`src/rtl/sst_pkg.sv`:
```
// Shared types, constants and command codes for the sort and search table.
package sst_pkg;

  localparam int unsigned Depth     = 256;
  localparam int unsigned AddrBits  = 8;
  localparam int unsigned CountBits = 9;
  localparam int unsigned ValueBits = 10;
  localparam int unsigned StepBits  = 15;
  localparam logic [StepBits-1:0] StepMax = 15'h7FFF;

  typedef enum logic [2:0] {
    CMD_LOAD   = 3'd0,
    CMD_SORT   = 3'd1,
    CMD_SLIN   = 3'd2,
    CMD_LLIN   = 3'd3,
    CMD_BIN    = 3'd4,
    CMD_READ   = 3'd5
  } cmd_e;

  typedef enum logic [1:0] {
    ST_OK        = 2'd0,
    ST_NOT_FOUND = 2'd1,
    ST_RANGE     = 2'd2
  } status_e;

  // Controller to datapath commands.
  typedef struct packed {
    logic                 wr_both;   // load: write working copy at addr and load-order copy at laddr
    logic                 wr_work;   // write working copy at addr
    logic [AddrBits-1:0]  addr;      // working copy address
    logic [AddrBits-1:0]  laddr;     // load-order copy address
    logic [ValueBits-1:0] wdata;
  } dp_cmd_t;

  // Datapath to controller status: registered read data.
  typedef struct packed {
    logic [ValueBits-1:0] wrd;
    logic [ValueBits-1:0] lrd;
  } dp_sts_t;

endpackage

```
`src/rtl/sst_ctrl.sv`:
```
// Command sequencer for load, read, searches and selection sort.
module sst_ctrl import sst_pkg::*; (
  input  logic                 clk_i,
  input  logic                 rst_ni,
  input  logic                 in_valid_i,
  output logic                 in_ready_o,
  input  logic [2:0]           in_cmd_i,
  input  logic [AddrBits-1:0]  in_index_i,
  input  logic [ValueBits-1:0] in_value_i,
  input  logic [CountBits-1:0] used_count_i,
  output logic                 out_valid_o,
  input  logic                 out_ready_i,
  output logic [1:0]           out_status_o,
  output logic [AddrBits-1:0]  out_position_o,
  output logic [ValueBits-1:0] out_element_o,
  output logic [StepBits-1:0]  out_step_count_o,
  output dp_cmd_t              dp_cmd_o,
  input  dp_sts_t              dp_sts_i
);

  typedef enum logic [8:0] {
    S_IDLE  = 9'b0_0000_0001,
    S_RDW   = 9'b0_0000_0010,  // read issued, wait for data
    S_SCAN  = 9'b0_0000_0100,  // linear search probe evaluate
    S_BIN   = 9'b0_0000_1000,  // binary search probe evaluate
    S_SRDM  = 9'b0_0001_0000,  // sort: evaluate inner probe
    S_SSWA  = 9'b0_0010_0000,  // sort: write min value to s
    S_SSWB  = 9'b0_0100_0000,  // sort: write old s value to m
    S_OUT   = 9'b0_1000_0000,
    S_SNXT  = 9'b1_0000_0000   // sort: issue first read of the next pass
  } state_e;

  state_e state_q, state_d;
  logic [2:0]           cmd_q;
  logic [ValueBits-1:0] key_q;
  logic [CountBits-1:0] n_q;
  logic [CountBits-1:0] i_q, i_d;       // probe index
  logic [CountBits-1:0] s_q, s_d;       // sort outer index
  logic [CountBits-1:0] m_q, m_d;       // sort minimum index
  logic [ValueBits-1:0] mv_q, mv_d;     // sort minimum value
  logic [ValueBits-1:0] sv_q, sv_d;     // value at s
  logic [CountBits:0]   lo_q, lo_d, hi_q, hi_d;  // signed-style bounds, bit 9 sign
  logic [StepBits-1:0]  steps_q, steps_d;
  logic [1:0]           st_q, st_d;
  logic [AddrBits-1:0]  pos_q, pos_d;
  logic [ValueBits-1:0] el_q, el_d;
  logic [CountBits-1:0] n_eff;
  logic [CountBits:0]   mid;
  logic [StepBits-1:0]  steps_inc;

  // Effective count clamps zero to one and large values to the depth.
  always_comb begin
    n_eff = used_count_i;
    if (used_count_i == '0) n_eff = CountBits'(1);
    if (used_count_i > CountBits'(Depth)) n_eff = CountBits'(Depth);
  end

  assign mid       = (lo_q + hi_q) >> 1;
  assign steps_inc = (steps_q == StepMax) ? StepMax : steps_q + 1'b1;
  assign in_ready_o = (state_q == S_IDLE);

  // Sequencer.
  always_comb begin
    state_d = state_q;
    i_d = i_q; s_d = s_q; m_d = m_q; mv_d = mv_q; sv_d = sv_q;
    lo_d = lo_q; hi_d = hi_q; steps_d = steps_q;
    st_d = st_q; pos_d = pos_q; el_d = el_q;
    dp_cmd_o = '0;
    dp_cmd_o.wdata = in_value_i;
    dp_cmd_o.addr  = i_q[AddrBits-1:0];
    dp_cmd_o.laddr = i_q[AddrBits-1:0];
    case (state_q)
      S_IDLE: begin
        dp_cmd_o.addr  = in_index_i;
        dp_cmd_o.laddr = in_index_i;
        if (in_valid_i) begin
          st_d = ST_OK; pos_d = '0; el_d = '0; steps_d = '0;
          i_d = '0;
          case (in_cmd_i)
            CMD_LOAD: begin
              if ({1'b0, in_index_i} >= n_eff) st_d = ST_RANGE;
              else dp_cmd_o.wr_both = 1'b1;
              state_d = S_OUT;
            end
            CMD_READ: begin
              if ({1'b0, in_index_i} >= n_eff) begin
                st_d = ST_RANGE; state_d = S_OUT;
              end else state_d = S_RDW;
            end
            CMD_SLIN, CMD_LLIN: begin
              dp_cmd_o.addr = '0; dp_cmd_o.laddr = '0;
              state_d = S_SCAN;
            end
            CMD_BIN: begin
              lo_d = '0;
              hi_d = {1'b0, n_eff} - 1'b1;
              dp_cmd_o.addr = AddrBits'(({1'b0, n_eff} - 1'b1) >> 1);
              state_d = S_BIN;
            end
            CMD_SORT: begin
              if (n_eff == CountBits'(1)) state_d = S_OUT;
              else begin
                s_d = '0; m_d = '0; i_d = '0;
                dp_cmd_o.addr = '0;
                state_d = S_SRDM;
              end
            end
            default: state_d = S_OUT;
          endcase
        end
      end
      S_RDW: begin
        el_d = dp_sts_i.wrd;
        state_d = S_OUT;
      end
      S_SCAN: begin
        steps_d = steps_inc;
        if (cmd_q == CMD_SLIN ? dp_sts_i.wrd == key_q : dp_sts_i.lrd == key_q) begin
          pos_d = i_q[AddrBits-1:0]; state_d = S_OUT;
        end else if ((cmd_q == CMD_SLIN && dp_sts_i.wrd > key_q) ||
                     i_q + 1'b1 == n_q) begin
          st_d = ST_NOT_FOUND; state_d = S_OUT;
        end else begin
          i_d = i_q + 1'b1;
          dp_cmd_o.addr  = AddrBits'(i_q + 1'b1);
          dp_cmd_o.laddr = AddrBits'(i_q + 1'b1);
        end
      end
      S_BIN: begin
        steps_d = steps_inc;
        if (dp_sts_i.wrd == key_q) begin
          pos_d = mid[AddrBits-1:0]; state_d = S_OUT;
        end else begin
          if (dp_sts_i.wrd < key_q) lo_d = mid + 1'b1;
          else hi_d = mid - 1'b1;
          if ((dp_sts_i.wrd < key_q && mid + 1'b1 > hi_q) ||
              (dp_sts_i.wrd > key_q && (mid == '0 || mid - 1'b1 < lo_q))) begin
            st_d = ST_NOT_FOUND; state_d = S_OUT;
          end else if (dp_sts_i.wrd < key_q) begin
            dp_cmd_o.addr = AddrBits'((mid + 1'b1 + hi_q) >> 1);
          end else begin
            dp_cmd_o.addr = AddrBits'((lo_q + mid - 1'b1) >> 1);
          end
        end
      end
      S_SRDM: begin
        // i_q is the index whose data has just arrived.
        if (i_q == s_q) begin
          mv_d = dp_sts_i.wrd; sv_d = dp_sts_i.wrd; m_d = s_q;
        end else if (dp_sts_i.wrd < mv_q) begin
          mv_d = dp_sts_i.wrd; m_d = i_q; steps_d = steps_inc;
        end
        if (i_q + 1'b1 == n_q) state_d = S_SSWA;
        else begin
          i_d = i_q + 1'b1;
          dp_cmd_o.addr = AddrBits'(i_q + 1'b1);
        end
      end
      S_SSWA: begin
        dp_cmd_o.wr_work = 1'b1;
        dp_cmd_o.addr = s_q[AddrBits-1:0];
        dp_cmd_o.wdata = mv_q;
        state_d = S_SSWB;
      end
      S_SSWB: begin
        dp_cmd_o.wr_work = 1'b1;
        dp_cmd_o.addr = m_q[AddrBits-1:0];
        dp_cmd_o.wdata = sv_q;
        if (s_q + 2'd2 == n_q) state_d = S_OUT;
        else begin
          s_d = s_q + 1'b1; i_d = s_q + 1'b1;
          state_d = S_SNXT;
        end
      end
      // The write port was busy with the swap, so the next pass reads its first entry here.
      S_SNXT: begin
        dp_cmd_o.addr = s_q[AddrBits-1:0];
        state_d = S_SRDM;
      end
      S_OUT: begin
        dp_cmd_o.addr = i_q[AddrBits-1:0];
        if (out_ready_i) state_d = S_IDLE;
      end
      default: state_d = S_IDLE;
    endcase
  end

  // Control registers.
  always_ff @(posedge clk_i or negedge rst_ni) begin
    if (!rst_ni) begin
      state_q <= S_IDLE;
    end else begin
      state_q <= state_d;
    end
  end

  // Working registers.
  always_ff @(posedge clk_i) begin
    if (state_q == S_IDLE && in_valid_i) begin
      cmd_q <= in_cmd_i; key_q <= in_value_i; n_q <= n_eff;
    end
    i_q <= i_d; s_q <= s_d; m_q <= m_d; mv_q <= mv_d; sv_q <= sv_d;
    lo_q <= lo_d; hi_q <= hi_d; steps_q <= steps_d;
    st_q <= st_d; pos_q <= pos_d; el_q <= el_d;
  end

  assign out_valid_o      = (state_q == S_OUT);
  assign out_status_o     = st_q;
  assign out_position_o   = pos_q;
  assign out_element_o    = el_q;
  assign out_step_count_o = steps_q;

`ifndef SYNTHESIS
  a_ready_idle: assert property (@(posedge clk_i) disable iff (!rst_ni)
    in_ready_o |-> !out_valid_o) else $error("ready while result pending");
  a_out_hold: assert property (@(posedge clk_i) disable iff (!rst_ni)
    out_valid_o && !out_ready_i |=> out_valid_o) else $error("result dropped");
  a_accept_leaves: assert property (@(posedge clk_i) disable iff (!rst_ni)
    in_valid_i && in_ready_o |=> !in_ready_o) else $error("accept did not start work");
`endif

endmodule

```
`config.mk`:
```
export PLATFORM = sky130hd
export DESIGN_NAME = sst_ctrl
export DESIGN_NICKNAME = d
export VERILOG_FILES = /design/src/rtl/sst_pkg.sv /design/src/rtl/sst_ctrl.sv
export SDC_FILE = /design/constraint.sdc
export NUM_CORES = 1
export LEC_CHECK = 0
export BUFFER_PORTS_ARGS = -buffer_cell sky130_fd_sc_hd__buf_2
export CAP_MARGIN = 30
export CORE_MARGIN = 4
export CORE_UTILIZATION = 41
export CTS_CLUSTER_SIZE = 12
export DETAILED_ROUTE_END_ITERATION = 10
export HOLD_SLACK_MARGIN = 0.03
export PLACE_DENSITY = 0.67
export SYNTH_ARGS = -nofsm -noshare
export SYNTH_HDL_FRONTEND = slang
export SYNTH_SLANG_ARGS = --single-unit
export TNS_END_PERCENT = 100
```
`constraint.sdc`:
```
create_clock -name clk_i -period 5.8 [get_ports clk_i]
set_input_delay 0.58 -clock clk_i [delete_from_list [all_inputs] [get_ports clk_i]]
set_output_delay 0.58 -clock clk_i [all_outputs]
set_load 0.01 [all_outputs]
```
* Word-level counts from Yosys, hierarchy flattened *
Cells that the tools add are included.
Widths: inputs -> output; s select.

word-level totals
  output and inout bits = 65
  register bits after elaboration = 132
  logic and storage cells = 189
  input bits = 54

operators by class
  reduce and logical (&&, ||, !) cells = 35
  magnitude comparators = 7
  eq/ne operators = 44
  muxes and demuxes = 77
  $add $sub $neg = 11

operators with widths
  kind                   count
  $mux 9                 18
  $mux 10                11
  $mux 8                 13
  $pmux 9 s9             1
  $pmux 10 s2            4
  $pmux 9 s4             2
  $mux 15                4
  $mux 16                3
  $pmux 8 s3             2
  $pmux 8 s6             1
  $pmux 15 s3            1
  $ne 2x2->1 const B     16
  $pmux 8 s2             2
  $lt 10x10->1           3
  $eq 9x9->1             3
  $reduce_and 5->1       5
  $eq 10x10->1           2
  $gt 10x10->1           2
  $sub 9x1->10 const B   2
  $add 9x1->9 const B    2
  $add 9x9->9            2
  $eq 9x1->1 const B     2
  $pmux 9 s2             1
  $add 15x1->15 const B  1
  other kinds (35)       71

* Depth between registers and ports, before layout *
Gate-level depths: netlist of run 1.

  depth in word-level cells = 9
  depth in mapped cells = 19
  mapped depth without buffers = 19

* Worst setup path after synthesis of run 1 *
OpenSTA, ideal clock, no wires.

  path kind = reg-to-output
  start point = register hi_q[1]
  end point = output dp_cmd_o[21] (netlist name)
  data arrival time = 4.282 ns
  path buffers = 0
  data required time = 5.220 ns
  cell stages (with the launch flop) = 20
  slack = 0.938 ns
  path through = edfxtp_1 inv_1 fa_1 nand2b_1 a21oi_1 xor2_1 clkinv_1 nor2_1 and4_1 nand2_1 xnor2_1 ha_1 nor2b_1 a2111oi_0 a211o_1 a211oi_1 a211oi_2 nand2_2 a21o_1 a221o_1

RTL lines
  element                   RTL line         text
  start: declaration        sst_ctrl.sv:42   logic [CountBits:0] lo_q, lo_d, hi_q, hi_d;
  start signal: assignment  sst_ctrl.sv:203  lo_q <= lo_d; hi_q <= hi_d; steps_q <= steps_d;
  end: declaration          sst_ctrl.sv:17   output dp_cmd_t dp_cmd_o,

==> results of run 1 <==
-- synthesized netlist by cell type, types with 8 or more instances --
master / n / area (um^2)
xor2_1: 33 / 289
and2_1: 37 / 231
nand2_1: 93 / 349
a21oi_1: 73 / 365
o21ai_0: 50 / 250
a211oi_1: 10 / 75.1
edfxtp_1: 123 / 3690
o211ai_1: 10 / 75.1
nand4_1: 22 / 138
inv_1: 85 / 319
nand2b_1: 19 / 119
and3_1: 12 / 75.1
ha_1: 83 / 1040
nor3b_1: 9 / 67.6
xnor2_1: 65 / 569
nand3_1: 28 / 140
a21o_1: 13 / 97.6
a31oi_1: 16 / 100
nor4_1: 10 / 62.6
clkbuf_1: 41 / 154
nor2_1: 102 / 383
o22ai_1: 13 / 81.3
dfrtp_1: 8 / 200
nor2b_1: 17 / 106
nor3_1: 23 / 115
a22oi_1: 15 / 113
and4_1: 9 / 78.8
-- worst min-delay path by stage --
| stage | slack [ns] | to | depth (start not counted) |
|---|---|---|---|
| floorplan | 0.28 | state_q[1] | 0 |
| CTS | 0.33 | key_q[1] | 1 |
| detailed placement | 0.44 | state_q[8] | 1 |
| finish | 0.34 | key_q[1] | 1 |
| global placement | 0.44 | state_q[8] | 1 |
| global route | 0.33 | key_q[1] | 1 |
-- per-stage QoR --
stage | instance area, um^2 | std cells | hold slack [ns] | TNS, ns
final | 12200 | 1603 | 0.342 | 0
after global routing | 12200 | 1603 | 0.328 | -0.00850
after CTS | 12100 | 1602 | 0.330 | 0
after detailed placement | 11400 | 1567 | 0.441 | 0
after global placement | 11400 | 1565 | 0.438 | 0
after floorplan | 10400 | 1144 | 0.284 | 0
-- repair_timing --
action                                  4_1_cts  5_1_grt
endpoints found under the setup margin        8        8
resized for setup                             0       15
setup buffers                                 2        1
gates cloned                                  0        0
hold buffers                                  1        0
pin swaps                                     1        5
endpoints found under the hold margin         8        0
-- flip-flops by register name (all words and copies together) (netlist names), 8 cells and up --
signal / flops
n_q: 9
mv_q: 10
key_q: 10
i_q: 9
sv_q: 10
out_position_o: 8
m_q: 8
state_q: 9
out_step_count_o: 15
out_element_o: 10
lo_q: 10
hi_q: 10
s_q: 9
-- cells by family after synthesis --
logic type      synth area share [%]
simple gates                    20.9
compound gates                  16.7
buf+inv                         5.14
flops                           37.6
xor+xnor                        8.60
fa+ha+maj                       10.5
mux                            0.492
-- layer usage --
metal / global-route usage [%] / vias up / share of wire [%]
li1: - / 4400 / -
met1: 31.9 / 4390 / 43
met2: 36.0 / 480 / 45
met3: 6.56 / 42 / 11
met4: 5.82 / 0 / 1.9
met5: 0 / - / 0
-- worst max-delay path, cell delays in order (launching register included) --
cell,delay [ns]
edfxtp_1,0.43
ha_1,0.38
nand4_1,0.12
and2_1,0.20
xnor2_2,0.49
xnor2_1,0.26
ha_1,0.48
a21oi_1,0.10
a21oi_1,0.20
o211ai_1,0.15
a211o_1,0.34
a211oi_2,0.21
a211oi_2,0.05
buf_4,0.18
buf_4,0.15
a31oi_1,0.19
nor3_1,0.06
a311oi_1,0.28
buf_2,0.20
-- final cells by class --
class,count,area [um^2]
sequential,132,3920
fill,2382,12900
clock inverter,15,228
tap,330,413
inverter,86,323
multi-input combinational,875,6050
timing repair buffer,148,818
clock buffer,17,425
==> results.toml, run 1 <==
[run_status]
status = "finished, final reports clean"

[timing]
finClkSkew_ns = 0.00898
period_share_pct = 94.7
hold_viol = 0
worst_pin_slew_ns = 0.900
slew_headroom_pct = 39.7
slew_violations = 0
fin_ws_ns = 0.307
finalSetupViolCount = 0
fmax_mhz = 182
period_needed_ns = 5.49

[place]
io_buffers = 118
gp_congestion = 0.987
dp_hpwl_um = 25600
pre_cts_ws_ns = 0.232

[synth]
ys_seq_area_share_pct = 37.6
syn_area_per_cell_um2 = 9.11
synth-seq-cells = 132
synth_warnings = 0
synth_ff_type = "edfxtp_1"
synth.net_count = 1284
synth_area_um2 = 10400
synth-edff-count = 123
synthArstFlopShare_pct = 6.82
netlist-cell-type-count = 80
synth_cells = 1144

[detailed_routing]
drt_pass1_iterations = 8
drc_errors = 0
num_vias = 9312
ant_nets = 0
drtIter0Drc = 1062
finalWirelength_um = 32900
wl_per_cell_um = 20.5
routed_via_density = 5.81

[cts]
cts_tree = "done"
cts_buffers = 17
clockBufferDepth = 2
cts_root_buf = "clkbuf_16"
clkLatencyLatePin_ns = 0.43
path_clk_slew_ns = 0.06
h-tree-depth = 4
cts_sinks = 132

[die]
num_rows = 58
die_w_um = 167
coreArea_um2 = 25100
die_y_um = 167
die_area_um2 = 28000
start_util_pct = 41.5
ios = 119

[global_routing]
overflow = 0
grtUsageTotal_pct = 23.1
grt_pass1_wl_um = 51100
grt_pass1_vias = 8974
antenna_found_initial = 0
grt_max_degree = 28

[critical_path]
startpoint = "hi_q[2]"
start_kind = "flop"
criticalPathCategory = "reg2out"
crit_required_ns = 5.22
cp.arrival_ns = 4.91
endpoint_kind = "output port"
crit_end = "dp_cmd_o[18]"
reg2reg_depth = 17
r2r_start = "hi_q[2]"
r2r_setup_slack_ns = 1.07
r2r_end = "out_status_o[1]"
worstPathMaxFanout = 10

[layout]
final_util_pct = 48.5
drive_above_1_share_pct = 16.9
layout.cells.most_common = "edfxtp_1"
syn_to_final_growth_pct = 16.8
nNetsFinal = 1400
final_cell_mix = "edfxtp_1, buf_2, nor2_1"
antennaDiodeCount = 0

[min_path]
hold_class = "in2reg"
worstHoldStart = "in_value_i[1]"

[job]
maxCapViolations = 0
Power of run 1 is not shown: default switching activity piles up to over one toggle a cycle in this logic, so the estimate is an artifact.
==> run 2: changes to the inputs <==
- PLACE_DENSITY: 0.67 -> 0.61
==> results.toml, run 2 (synthesized netlist as in run 1, its figures left out) <==
[run_status]
status = "finished, final reports clean"

[detailed_routing]
finalWirelength_um = 33400
drt_pass1_iterations = 5
ant_nets = 0
wl_per_cell_um = 20.8
drtIter0Drc = 972
num_vias = 9219
routed_via_density = 5.75
drc_errors = 0

[layout]
final_cell_mix = "edfxtp_1, buf_2, nor2_1"
syn_to_final_growth_pct = 16.6
drive_above_1_share_pct = 17.1
multi_input_comb_area_um2 = 6070
regArea_um2 = 3920
layout.cells.most_common = "edfxtp_1"
largest_reg_flops = 15
nNetsFinal = 1400
nFillCells = 2440
antennaDiodeCount = 0

[global_routing]
grt_max_degree = 28
grt.busiest_layer = "met2"
grt_use_met3_pct = 3.90
grtUsageTotal_pct = 23.6
overflow = 0
grt_pass1_vias = 9009
antenna_found_initial = 1
use_met2_pct = 36.4
grt_pass1_wl_um = 51800
grtUsageMet1_pct = 33.2

[critical_path]
crit_required_ns = 5.22
cp_common_cell = "buf_4"
path_cells = "inv_2, fa_2, nand2b_1, a21oi_2, o31a_1, nor2_1, buf_4, xnor2_1, ha_1, a211o_1, a21oi_1, o21ai_0, a311oi_1, buf_4, a211oi_2, buf_4, a41oi_1, o31ai_1, a211oi_2, buf_2"
criticalPathCategory = "reg2out"
max_stage_delay_ns = 0.40
worstPathMaxFanout = 5
endpoint_kind = "output port"
slowest_stage = "edfxtp_1"
cp.arrival_ns = 4.93
start_kind = "flop"

[cts]
cts_tree = "done"
clockBufferDepth = 2
clkLatencyLatePin_ns = 0.44
path_clk_slew_ns = 0.08
cts_sinks = 132
h-tree-depth = 4
cts_buffers = 17
cts_root_buf = "clkbuf_16"

[die]
die_y_um = 167
start_util_pct = 41.5
ios = 119
die_w_um = 167
num_rows = 58
coreArea_um2 = 25100
die_area_um2 = 28000

[timing]
slew_violations = 0
period_share_pct = 94.9
finalSetupViolCount = 0
fin_ws_ns = 0.295
hold_viol = 0
fmax_mhz = 182
slew_headroom_pct = 25.7
finalSetupTns_ns = 0
worst_pin_slew_ns = 1.10
finClkSkew_ns = 0.0150
period_needed_ns = 5.51
rsz0062_at_grt = "false"

[place]
dp_hpwl_um = 25600
io_buffers = 118
gp_congestion = 0.929
pre_cts_ws_ns = 0.376

[job]
maxCapViolations = 0

[min_path]
hold_class = "in2reg"
[run 2: cell types whose count changed in the layout (fill, tap and decap cells not counted), moves of 2 or more]
cell,change
bufinv_16,-4
inv_8,+7
xnor2_2,-2
clkinv_4,-2
clkinv_8,+2
[run 2: final cells by class]
type	instances	area share, %
clock inverter	15	1.52
clock buffer	17	3.50
inverter	86	2.66
multi-input combinational	875	49.9
sequential	132	32.3
tap	330	3.40
timing repair buffer	148	6.76
[run 2: worst paths after layout]
path | from | to | slack, ns | cells after the start
max | hi_q[1] | dp_cmd_o[25] | 0.29 | 20
min in group asynchronous | rst_ni | state_q[7] | 0.52 | 2
min | in_value_i[1] | key_q[1] | 0.34 | 1
max in group asynchronous | rst_ni | state_q[0] | 5.03 | 2
max reg2reg | hi_q[1] | out_status_o[0] | 1.33 | 19
min reg2reg | out_step_count_o[14] | out_step_count_o[14] | 0.60 | 2
[run 2: worst max-delay path, delay by kind of cell (launching register included)]
family                   cells  cell delay (ns)
buffers and inverters        5             0.83
XOR/XNOR                     1             0.32
AO/OA/AOI/OAI               10             1.98
flip-flops                   1             0.40
AND/OR/NAND/NOR              2             0.26
adder cells (fa/ha/maj)      2             0.68
[run 2: layer usage]
layer	up-vias	routed length [um]	part of all wire (%)
li1	4388	-	-
met1	4379	14900	45
met2	395	15000	45
met3	55	2490	7.5
met4	2	1050	3.2
met5	-	12	0.036
[run 2: what timing repair did]
action	in CTS	in global routing
setup endpoints to repair	5	8
endpoints found under the hold margin	8	0
setup buffers	1	3
hold buffers	1	0
gates resized for setup	0	19
pin swaps	1	5
[run 2: through the flow]
step	cells	hold slack [ns]	util [%]	area, um^2
after floorplan	1144	0.284	-	10400
after global placement	1565	0.440	45.4	11400
after detailed placement	1566	0.445	45.5	11400
after CTS	1600	0.319	48.0	12000
after global routing	1603	0.326	48.4	12200
final	1603	0.336	48.4	12200
Power of run 2 is left out for the same reason.
